===== src/rtl/core/scd_pkg.sv =====
// ----------------------------------------------------------------------------
// scd_pkg: shared types and constants for the SimCC keypoint decode unit
// Item formats, configuration layout, register indexes and queue sizes.
// ----------------------------------------------------------------------------
package scd_pkg;

	// Widths fixed by the item formats
	localparam int SCORE_W = 16;
	localparam int COORD_W = 16;
	localparam int JIDX_W  = 5;
	localparam int COEF_W  = 32;
	localparam int JCNT_W  = 6;
	// Halved bin index, enough for the largest supported row (4096 bins)
	localparam int POS_W   = 11;

	// Configuration port
	localparam int CFG_IDX_W  = 3;
	localparam int CFG_DATA_W = 32;

	// Register indexes
	localparam logic [CFG_IDX_W-1:0] REG_COEF_XX     = 3'd0;
	localparam logic [CFG_IDX_W-1:0] REG_COEF_XY     = 3'd1;
	localparam logic [CFG_IDX_W-1:0] REG_OFFSET_X    = 3'd2;
	localparam logic [CFG_IDX_W-1:0] REG_COEF_YX     = 3'd3;
	localparam logic [CFG_IDX_W-1:0] REG_COEF_YY     = 3'd4;
	localparam logic [CFG_IDX_W-1:0] REG_OFFSET_Y    = 3'd5;
	localparam logic [CFG_IDX_W-1:0] REG_JOINT_COUNT = 3'd6;

	// Register reset values
	localparam logic signed [COEF_W-1:0] COEF_ONE      = 32'sd65536;
	localparam logic signed [COEF_W-1:0] COEF_ZERO     = 32'sd0;
	localparam logic [JCNT_W-1:0]        JOINT_CNT_RST = 6'd17;

	// Queue sizes
	localparam int MID_DEPTH = 4;
	localparam int OUT_DEPTH = 4;
	localparam int OCNT_W    = $clog2(OUT_DEPTH + 1);

	// Parameter defaults
	localparam int MAX_BINS_DEF   = 512;
	localparam int MAX_JOINTS_DEF = 32;

	// Input item
	typedef struct packed {
		logic signed [SCORE_W-1:0] bin_score;
		logic                      axis;
		logic                      row_last;
	} bin_item_t;

	// Result item
	typedef struct packed {
		logic [JIDX_W-1:0]         joint_index;
		logic signed [COORD_W-1:0] image_x;
		logic signed [COORD_W-1:0] image_y;
		logic signed [SCORE_W-1:0] joint_score;
	} result_t;

	// Finished joint handed from the front to the back
	typedef struct packed {
		logic [JIDX_W-1:0]         joint_index;
		logic [POS_W-1:0]          px;
		logic [POS_W-1:0]          py;
		logic signed [SCORE_W-1:0] joint_score;
	} joint_rec_t;

	// Configuration registers
	typedef struct packed {
		logic signed [COEF_W-1:0] coef_xx;
		logic signed [COEF_W-1:0] coef_xy;
		logic signed [COEF_W-1:0] offset_x;
		logic signed [COEF_W-1:0] coef_yx;
		logic signed [COEF_W-1:0] coef_yy;
		logic signed [COEF_W-1:0] offset_y;
		logic [JCNT_W-1:0]        joint_count;
	} cfg_t;

endpackage


===== src/rtl/core/simcc_keypoint_decode_unit.sv =====
// ----------------------------------------------------------------------------
// simcc_keypoint_decode_unit: SimCC keypoint argmax decoder
// Streams bin scores per joint (x row, then y row), finds each row's peak
// and emits the affine-mapped joint position with its score.
// ----------------------------------------------------------------------------
// The unit takes one bin item per clock, back to back, as long as full is
// low; full rises only when four decoded joints are still waiting in the
// internal queue ahead of the transform pipeline. One result comes out per
// y row; the transform pipeline (two register stages of 32x12 multiplies
// and adds) also sustains one joint per clock while the result queue has
// room, so while results are popped the bin stream alone sets throughput.
// Results wait in a four-entry output queue until popped. The configuration
// registers may only be written while no joint is in flight.
// ----------------------------------------------------------------------------
module simcc_keypoint_decode_unit #(
	parameter int MAX_BINS   = scd_pkg::MAX_BINS_DEF,
	parameter int MAX_JOINTS = scd_pkg::MAX_JOINTS_DEF
) (
	input  logic                              clk,
	input  logic                              arst_n,
	input  logic                              push,
	output logic                              full,
	input  scd_pkg::bin_item_t                bin_item,
	output logic                              empty,
	input  logic                              pop,
	output scd_pkg::result_t                  result,
	input  logic                              cfg_we,
	input  logic [scd_pkg::CFG_IDX_W-1:0]     cfg_index,
	input  logic [scd_pkg::CFG_DATA_W-1:0]    cfg_data
);
	import scd_pkg::*;

	localparam int MCW = $clog2(MID_DEPTH + 1);

	cfg_t              cfg_q;
	logic              take;
	logic              rec_push;
	joint_rec_t        rec_in;
	joint_rec_t        rec_out;
	logic              rec_empty;
	logic              rec_full;
	logic              rec_pop;
	logic [MCW-1:0]    rec_count;
	logic              out_push;
	result_t           out_item;
	logic              out_full;
	logic [OCNT_W-1:0] out_count;

	// configuration registers
	always_ff @(posedge clk or negedge arst_n) begin
		if (!arst_n) begin
			cfg_q.coef_xx     <= COEF_ONE;
			cfg_q.coef_xy     <= COEF_ZERO;
			cfg_q.offset_x    <= COEF_ZERO;
			cfg_q.coef_yx     <= COEF_ZERO;
			cfg_q.coef_yy     <= COEF_ONE;
			cfg_q.offset_y    <= COEF_ZERO;
			cfg_q.joint_count <= JOINT_CNT_RST;
		end else if (cfg_we) begin
			unique case (cfg_index)
				REG_COEF_XX:     cfg_q.coef_xx     <= cfg_data;
				REG_COEF_XY:     cfg_q.coef_xy     <= cfg_data;
				REG_OFFSET_X:    cfg_q.offset_x    <= cfg_data;
				REG_COEF_YX:     cfg_q.coef_yx     <= cfg_data;
				REG_COEF_YY:     cfg_q.coef_yy     <= cfg_data;
				REG_OFFSET_Y:    cfg_q.offset_y    <= cfg_data;
				REG_JOINT_COUNT: cfg_q.joint_count <= cfg_data[JCNT_W-1:0];
				default: begin
				end
			endcase
		end
	end

	assign full = rec_full;
	assign take = push && !rec_full;

	// front: argmax and joint assembly
	scd_front #(
		.MAX_BINS   (MAX_BINS),
		.MAX_JOINTS (MAX_JOINTS)
	) u_front (
		.clk         (clk),
		.arst_n      (arst_n),
		.take        (take),
		.item        (bin_item),
		.joint_count (cfg_q.joint_count),
		.rec_push    (rec_push),
		.rec         (rec_in)
	);

	// queue between front and back
	scd_fifo #(
		.WIDTH ($bits(joint_rec_t)),
		.DEPTH (MID_DEPTH)
	) u_mid_fifo (
		.clk     (clk),
		.arst_n  (arst_n),
		.wr_en   (rec_push),
		.wr_data (rec_in),
		.rd_en   (rec_pop),
		.rd_data (rec_out),
		.empty   (rec_empty),
		.full    (rec_full),
		.count   (rec_count)
	);

	// back: affine transform
	scd_back u_back (
		.clk       (clk),
		.arst_n    (arst_n),
		.cfg       (cfg_q),
		.rec_empty (rec_empty),
		.rec       (rec_out),
		.rec_pop   (rec_pop),
		.out_count (out_count),
		.out_push  (out_push),
		.out_item  (out_item)
	);

	// result queue
	scd_fifo #(
		.WIDTH ($bits(result_t)),
		.DEPTH (OUT_DEPTH)
	) u_out_fifo (
		.clk     (clk),
		.arst_n  (arst_n),
		.wr_en   (out_push),
		.wr_data (out_item),
		.rd_en   (pop),
		.rd_data (result),
		.empty   (empty),
		.full    (out_full),
		.count   (out_count)
	);

	// occupancy of the middle queue and result queue full are status only
	logic unused_status;
	assign unused_status = out_full ^ (|rec_count);

endmodule


===== src/rtl/core/scd_fifo.sv =====
// ----------------------------------------------------------------------------
// scd_fifo: small register queue
// Flop-based first-in first-out queue with occupancy count.
// ----------------------------------------------------------------------------
module scd_fifo #(
	parameter int WIDTH = 8,
	parameter int DEPTH = 4
) (
	input  logic                       clk,
	input  logic                       arst_n,
	input  logic                       wr_en,
	input  logic [WIDTH-1:0]           wr_data,
	input  logic                       rd_en,
	output logic [WIDTH-1:0]           rd_data,
	output logic                       empty,
	output logic                       full,
	output logic [$clog2(DEPTH+1)-1:0] count
);
	localparam int AW = (DEPTH > 1) ? $clog2(DEPTH) : 1;
	localparam int CW = $clog2(DEPTH + 1);

	logic [WIDTH-1:0] mem_q [DEPTH];
	logic [AW-1:0]    wr_ptr_q;
	logic [AW-1:0]    rd_ptr_q;
	logic [CW-1:0]    count_q;
	logic             do_wr;
	logic             do_rd;

	assign empty   = (count_q == '0);
	assign full    = (count_q == CW'(DEPTH));
	assign count   = count_q;
	assign rd_data = mem_q[rd_ptr_q];
	assign do_wr   = wr_en && !full;
	assign do_rd   = rd_en && !empty;

	// storage
	always_ff @(posedge clk) begin
		if (do_wr) begin
			mem_q[wr_ptr_q] <= wr_data;
		end
	end

	// pointers and count
	always_ff @(posedge clk or negedge arst_n) begin
		if (!arst_n) begin
			wr_ptr_q <= '0;
			rd_ptr_q <= '0;
			count_q  <= '0;
		end else begin
			if (do_wr) begin
				wr_ptr_q <= (wr_ptr_q == AW'(DEPTH - 1)) ? '0 : wr_ptr_q + 1'b1;
			end
			if (do_rd) begin
				rd_ptr_q <= (rd_ptr_q == AW'(DEPTH - 1)) ? '0 : rd_ptr_q + 1'b1;
			end
			if (do_wr && !do_rd) begin
				count_q <= count_q + 1'b1;
			end else if (do_rd && !do_wr) begin
				count_q <= count_q - 1'b1;
			end
		end
	end

endmodule


===== src/rtl/core/scd_front.sv =====
// ----------------------------------------------------------------------------
// scd_front: row argmax and joint assembly
// Tracks the running argmax of each bin row, holds the x result and emits
// a joint record when a y row ends.
// ----------------------------------------------------------------------------
module scd_front #(
	parameter int MAX_BINS   = scd_pkg::MAX_BINS_DEF,
	parameter int MAX_JOINTS = scd_pkg::MAX_JOINTS_DEF
) (
	input  logic                              clk,
	input  logic                              arst_n,
	input  logic                              take,
	input  scd_pkg::bin_item_t                item,
	input  logic [scd_pkg::JCNT_W-1:0]        joint_count,
	output logic                              rec_push,
	output scd_pkg::joint_rec_t               rec
);
	import scd_pkg::*;

	localparam int BIW  = $clog2(MAX_BINS);
	localparam int CNTW = (MAX_JOINTS > 1) ? $clog2(MAX_JOINTS) : 1;
	localparam int LW   = 9;

	logic signed [SCORE_W-1:0] best_score_q;
	logic [BIW-1:0]            best_index_q;
	logic [BIW-1:0]            bin_pos_q;
	logic                      row_started_q;
	logic [POS_W-1:0]          held_x_pos_q;
	logic signed [SCORE_W-1:0] held_x_score_q;
	logic [CNTW-1:0]           joint_cnt_q;

	logic                      win;
	logic signed [SCORE_W-1:0] new_score;
	logic [BIW-1:0]            new_index;
	logic [BIW-1:0]            half_index;
	logic [BIW+POS_W-1:0]      half_ext;
	logic [POS_W-1:0]          half_pos;
	logic [LW-1:0]             limit;
	logic [CNTW+LW-1:0]        cnt_ext;
	logic [LW-1:0]             cnt_now;
	logic [LW-1:0]             cnt_inc;
	logic [LW-1:0]             cnt_next;
	logic                      y_end;

	// running argmax, first maximum wins
	assign win        = !row_started_q || (item.bin_score > best_score_q);
	assign new_score  = win ? item.bin_score : best_score_q;
	assign new_index  = win ? bin_pos_q : best_index_q;
	assign half_index = new_index >> 1;
	assign half_ext   = {{POS_W{1'b0}}, half_index};
	assign half_pos   = half_ext[POS_W-1:0];

	// joint counter wrap limit
	always_comb begin
		if (joint_count == '0 || {3'b000, joint_count} > LW'(MAX_JOINTS)) begin
			limit = LW'(MAX_JOINTS);
		end else begin
			limit = {3'b000, joint_count};
		end
	end

	assign cnt_ext  = {{LW{1'b0}}, joint_cnt_q};
	assign cnt_now  = cnt_ext[LW-1:0];
	assign cnt_inc  = cnt_now + 1'b1;
	assign cnt_next = (cnt_inc >= limit) ? '0 : cnt_inc;

	// record for the back end
	assign y_end                = take && item.row_last && item.axis;
	assign rec_push             = y_end;
	assign rec.joint_index      = cnt_now[JIDX_W-1:0];
	assign rec.px               = held_x_pos_q;
	assign rec.py               = half_pos;
	assign rec.joint_score      = (held_x_score_q > new_score) ? held_x_score_q : new_score;

	// row and joint state
	always_ff @(posedge clk or negedge arst_n) begin
		if (!arst_n) begin
			best_score_q   <= '0;
			best_index_q   <= '0;
			bin_pos_q      <= '0;
			row_started_q  <= 1'b0;
			held_x_pos_q   <= '0;
			held_x_score_q <= '0;
			joint_cnt_q    <= '0;
		end else if (take) begin
			best_score_q <= new_score;
			best_index_q <= new_index;
			if (item.row_last) begin
				row_started_q <= 1'b0;
				bin_pos_q     <= '0;
				if (!item.axis) begin
					held_x_pos_q   <= half_pos;
					held_x_score_q <= new_score;
				end else begin
					joint_cnt_q <= cnt_next[CNTW-1:0];
				end
			end else begin
				row_started_q <= 1'b1;
				if (bin_pos_q != BIW'(MAX_BINS - 1)) begin
					bin_pos_q <= bin_pos_q + 1'b1;
				end
			end
		end
	end

endmodule


===== src/rtl/core/scd_back.sv =====
// ----------------------------------------------------------------------------
// scd_back: affine transform pipeline
// Multiplies the joint point by the 2x3 Q16.16 matrix, sums, scales down
// with truncation toward zero and saturates to 16 bits.
// ----------------------------------------------------------------------------
module scd_back (
	input  logic                          clk,
	input  logic                          arst_n,
	input  scd_pkg::cfg_t                 cfg,
	input  logic                          rec_empty,
	input  scd_pkg::joint_rec_t           rec,
	output logic                          rec_pop,
	input  logic [scd_pkg::OCNT_W-1:0]    out_count,
	output logic                          out_push,
	output scd_pkg::result_t              out_item
);
	import scd_pkg::*;

	localparam int PROD_W = COEF_W + POS_W + 1;
	localparam int ACC_W  = PROD_W + 2;
	localparam int Q_W    = ACC_W - 16;

	logic                      v_s1;
	logic signed [PROD_W-1:0]  p_xx_s1;
	logic signed [PROD_W-1:0]  p_xy_s1;
	logic signed [PROD_W-1:0]  p_yx_s1;
	logic signed [PROD_W-1:0]  p_yy_s1;
	logic [JIDX_W-1:0]         jidx_s1;
	logic signed [SCORE_W-1:0] score_s1;

	logic                      v_s2;
	logic signed [ACC_W-1:0]   acc_x_s2;
	logic signed [ACC_W-1:0]   acc_y_s2;
	logic [JIDX_W-1:0]         jidx_s2;
	logic signed [SCORE_W-1:0] score_s2;

	logic [OCNT_W+1:0]         pending;
	logic signed [PROD_W-1:0]  px_s;
	logic signed [PROD_W-1:0]  py_s;

	// divide by 65536 toward zero, then clamp to 16 bits
	function automatic logic signed [COORD_W-1:0] scale_sat(input logic signed [ACC_W-1:0] acc);
		logic signed [Q_W-1:0] q;
		q = acc[ACC_W-1:16];
		if (acc[ACC_W-1] && (acc[15:0] != '0)) begin
			q = q + Q_W'(1);
		end
		if (q > Q_W'(32767)) begin
			scale_sat = 16'sh7fff;
		end else if (q < -Q_W'(32768)) begin
			scale_sat = 16'sh8000;
		end else begin
			scale_sat = q[COORD_W-1:0];
		end
	endfunction

	// issue only when the result queue has room for everything in flight
	assign pending = {2'b00, out_count} + {{(OCNT_W+1){1'b0}}, v_s1}
		+ {{(OCNT_W+1){1'b0}}, v_s2};
	assign rec_pop = !rec_empty && (pending < (OCNT_W+2)'(OUT_DEPTH));

	// point widened to the full product width, always non-negative
	assign px_s = PROD_W'(rec.px);
	assign py_s = PROD_W'(rec.py);

	// stage 1: products
	always_ff @(posedge clk) begin
		p_xx_s1  <= PROD_W'(cfg.coef_xx * px_s);
		p_xy_s1  <= PROD_W'(cfg.coef_xy * py_s);
		p_yx_s1  <= PROD_W'(cfg.coef_yx * px_s);
		p_yy_s1  <= PROD_W'(cfg.coef_yy * py_s);
		jidx_s1  <= rec.joint_index;
		score_s1 <= rec.joint_score;
	end

	// stage 2: sums with offsets
	always_ff @(posedge clk) begin
		acc_x_s2 <= ACC_W'(p_xx_s1) + ACC_W'(p_xy_s1) + ACC_W'(cfg.offset_x);
		acc_y_s2 <= ACC_W'(p_yx_s1) + ACC_W'(p_yy_s1) + ACC_W'(cfg.offset_y);
		jidx_s2  <= jidx_s1;
		score_s2 <= score_s1;
	end

	// valid bits
	always_ff @(posedge clk or negedge arst_n) begin
		if (!arst_n) begin
			v_s1 <= 1'b0;
			v_s2 <= 1'b0;
		end else begin
			v_s1 <= rec_pop;
			v_s2 <= v_s1;
		end
	end

	// result into the output queue
	assign out_push             = v_s2;
	assign out_item.joint_index = jidx_s2;
	assign out_item.image_x     = scale_sat(acc_x_s2);
	assign out_item.image_y     = scale_sat(acc_y_s2);
	assign out_item.joint_score = score_s2;

endmodule


===== config.mk =====
export PLATFORM = sky130hd
export DESIGN_NAME = simcc_keypoint_decode_unit
export DESIGN_NICKNAME = d
export VERILOG_FILES = /design/src/rtl/core/scd_pkg.sv /design/src/rtl/core/simcc_keypoint_decode_unit.sv /design/src/rtl/core/scd_fifo.sv /design/src/rtl/core/scd_front.sv /design/src/rtl/core/scd_back.sv
export SDC_FILE = /design/constraint.sdc
export NUM_CORES = 2
export LEC_CHECK = 0
export BUFFER_PORTS_ARGS = -buffer_cell sky130_fd_sc_hd__buf_2
export CORE_ASPECT_RATIO = 1.2
export CORE_MARGIN = 2
export CORE_UTILIZATION = 55
export DETAILED_ROUTE_END_ITERATION = 6
export PLACE_DENSITY = 0.74
export SYNTH_ARGS = -nofsm -noshare
export SYNTH_HDL_FRONTEND = slang
export SYNTH_SLANG_ARGS = --single-unit

===== constraint.sdc =====
create_clock -name clk -period 6.9 [get_ports clk]
set_clock_uncertainty 0.15 [all_clocks]
set_input_delay 0.345 -clock clk [delete_from_list [all_inputs] [get_ports clk]]
set_output_delay 0.345 -clock clk [all_outputs]
set_load 0.1 [all_outputs]

==> results.ini <==
[detailed_routing]
post-route-drc-count=0
ant_nets=0
wirelength_mm=193
dr.pass1.iters=6
drt_iter0_markers=3127
vias=52800
via_per_inst=5.56
wl_per_cell_um=20.3

[worst_setup_path]
critical_path.startpoint_type=register
endpoint_kind=register
crit_type=register to register
cp.arrival_ns=7.17
crit_fanout=32
slowest_stage=or4b_2
required_ns=7.41
slowest_delay_ns=0.68
cp_cell_sequence=buf_12 > mux4_2 > buf_12 > nand2_1 > fa_1 > fa_1 > inv_1 > fa_1 > fa_1 > inv_1 > fa_1 > inv_1 > ha_1 > a21o_1 > a21o_1 > a21oi_1 > o21ai_0 > nor2_1 > a211oi_1 > or4b_2 > a31o_2 > a21oi_1 > xnor2_1
ff2ff_setup_slack_ns=0.24
crit_path_frequent_cell=fa_1

[cells_and_area]
nNetsFinal=9152
drive_gt1_share_pct=11.0
area_growth_pct=9.22
fill_cells=11400
final_util_pct=60.3

[placement]
dp_hpwl_mm=147
io_buffer_count=112
gp_congestion=0.943

[synthesis]
synth-seq-cells=947
yosysTopAreaCellShare_pct=23.3
synth_fp_nets=9087
ys_top_cells_by_area=fa_1 23%, edfxtp_1 14%, ha_1 10%
syn_inst=7496
synth_edf_count=360
yosys-top-cells-count=1,428 x inv_1, 904 x fa_1, 892 x nand2_1
yosysWarnings=0
syn_area_per_cell_um2=10.4
synthesis.area_um2=77600
seq_area_frac_synth_pct=30.9
async_reset_ff_share_pct=29.3
synth_cell_type_count=86
yosysMostFrequentCell=inv_1
synth-main-ff-cell=edfxtp_1
yosysTopAreaCell=fa_1

[floorplan]
die_w_um=347
die_area_um2=144000
io_pins=113
fp.coreArea_um2=141000
start_util_pct=55.2
num_rows=151
die_y_um=415

[clock_tree]
htree_levels=3
cts_made_buffers=96
cts_tree=done
cts.sinks=947
clock-root-buffer=clkbuf_16
clk_latency_ns=0.76
path_clk_slew_ns=0.07
clockBufferDepth=3

[grt]
grt_pass1_wl_mm=307
grt_max_degree=130
antenna_found_initial=19
track_usage_pct=27.4
first_global_vias=56000
overflow=0

[flow_run]
maxCapViolCount=0

[sta]
min_period_ns=6.66
post-route-period-util_pct=96.5
setup_viol=0
slew_headroom_pct=22.1
rsz0062_at_grt=false
hold_viol_final=0
worstMarginPinSlew_ns=1.15
fmaxAchievable_ghz=0.150
final_max_slew_viol_count=0

[min_path]
hold_class=input pin to async pin

[status]
outcome=complete, no violations

metal layers:
metal	GRT usage [%]	wire [um]	vias up
met2	47.9	98700	1542
met4	15.7	11400	8
met3	4.03	11000	488
met5	0	51	-
li1	-	-	24200
met1	32.0	71800	26600
registers in the layout (all words and copies together) (netlist names), 44 cells and up:
signal,flops
u_out_fifo.mem_q,212
cfg_q,198
u_mid_fifo.mem_q,148
u_back.acc_x_s2,46
u_back.acc_y_s2,46
u_back.p_xx_s1,44
u_back.p_xy_s1,44
u_back.p_yx_s1,44
u_back.p_yy_s1,44
logic make-up after synthesis:
family                   after synthesis  synth area share [%]
buffers and inverters               1757                  8.54
XOR/XNOR                             253                  2.86
flip-flops                           947                  30.9
AND/OR/NAND/NOR                     1800                  10.9
adder cells (fa/ha/maj)             1533                  33.5
AO/OA/AOI/OAI                        868                  7.16
multiplexers                         338                  6.18
layout make-up:
class,count,area [um2],area share [%]
tap,1836,2300,2.71
sequential,947,24000,28.3
clock inverter,62,798,0.942
timing repair buffer,294,2390,2.82
clock buffer,119,2640,3.12
multi-input combinational,4793,47200,55.7
inverter,1429,5360,6.33
antenna,27,67.6,0.0797
metrics by stage:
step / cell area [um2] / std cells / hold slack (ns) / setup WS (ns) / TNS, ns
floorplan: 77600 / 7496 / -0.101 / 0.196 / 0
global placement: 80700 / 9265 / 0.161 / 0.0419 / 0
detailed placement: 80700 / 9265 / 0.162 / -0.0831 / -0.125
CTS: 84500 / 9478 / 0.0165 / 0.0564 / 0
global route: 84700 / 9484 / 0.0497 / 0.00238 / 0
finish: 84800 / 9507 / 0.0674 / 0.243 / 0
critical path: cells and delay by family (launching register included):
family / cells / cell delay (ns)
DFF: 1 / 0.37
AOI/OAI and AO/OA: 7 / 1.20
xor gates and xnor gates: 1 / 0.13
adders and majority gates: 6 / 2.66
muxes: 1 / 0.57
and+or+nand+nor: 3 / 0.95
buffers and inverters: 5 / 0.50
worst paths after layout:
check | startpoint | to | cells past startpoint
worst max register to register | u_mid_fifo.rd_ptr_q[0]$_DFFE_PN0P_ | u_back.p_yx_s1[40]$_DFF_P_ | 23
worst max-delay path | u_mid_fifo.rd_ptr_q[0]$_DFFE_PN0P_ | u_back.p_yx_s1[40]$_DFF_P_ | 23
worst min-delay path | arst_n | u_front.best_score_q[8]$_DFFE_PN0P_ | 2
max in group asynchronous | arst_n | cfg_q[160]$_DFFE_PN0P_ | 3
worst min register to register | u_back.jidx_s1[4]$_DFF_P_ | u_back.jidx_s2[4]$_DFF_P_ | 0
min in group clk | cfg_data[2] | cfg_q[2]$_DFFE_PN0P_ | 2
timing repair:
| item | 4_1_cts | 5_1_grt |
|---|---|---|
| pin swaps | 0 | 3 |
| hold endpoints to repair | 149 | 0 |
| gates resized for setup | 3 | 43 |
| hold buffers | 29 | 0 |
| endpoints found under the setup margin | 9 | 28 |
| cloned | 1 | 0 |
| buffers inserted | 2 | 3 |
placed cells by master, fill, tap and decap left out, types with 19 or more instances in the layout:
| master | netlist | layout |
|---|---|---|
| a211oi_1 | 23 | 21 |
| a21o_1 | 156 | 156 |
| a21oi_1 | 285 | 276 |
| a21oi_2 | 10 | 19 |
| a31oi_1 | 23 | 23 |
| and2_1 | 337 | 329 |
| and3_1 | 32 | 32 |
| buf_12 | 0 | 29 |
| buf_2 | 6 | 111 |
| buf_4 | 0 | 120 |
| clkbuf_16 | 0 | 100 |
| dfrtp_1 | 273 | 270 |
| dfxtp_1 | 310 | 310 |
| diode_2 | 0 | 27 |
| dlygate4sd3_1 | 0 | 29 |
| edfxtp_1 | 360 | 360 |
| fa_1 | 904 | 904 |
| ha_1 | 629 | 627 |
| inv_1 | 1428 | 1428 |
| mux2_2 | 224 | 224 |
| mux2i_1 | 23 | 23 |
| mux4_2 | 90 | 91 |
| nand2_1 | 892 | 892 |
| nand2b_1 | 46 | 46 |
| nand3_1 | 84 | 84 |
| nand4_1 | 46 | 46 |
| nor2_1 | 197 | 195 |
| nor2b_1 | 44 | 44 |
| nor3_1 | 44 | 40 |
| o21a_1 | 29 | 29 |
| o21ai_0 | 161 | 151 |
| o21bai_1 | 32 | 31 |
| xnor2_1 | 166 | 166 |
| xor2_1 | 87 | 87 |
Power is left out: the tool's default activity adds up to more than one toggle a clock period on the data nets, which glitch-free logic cannot reach.
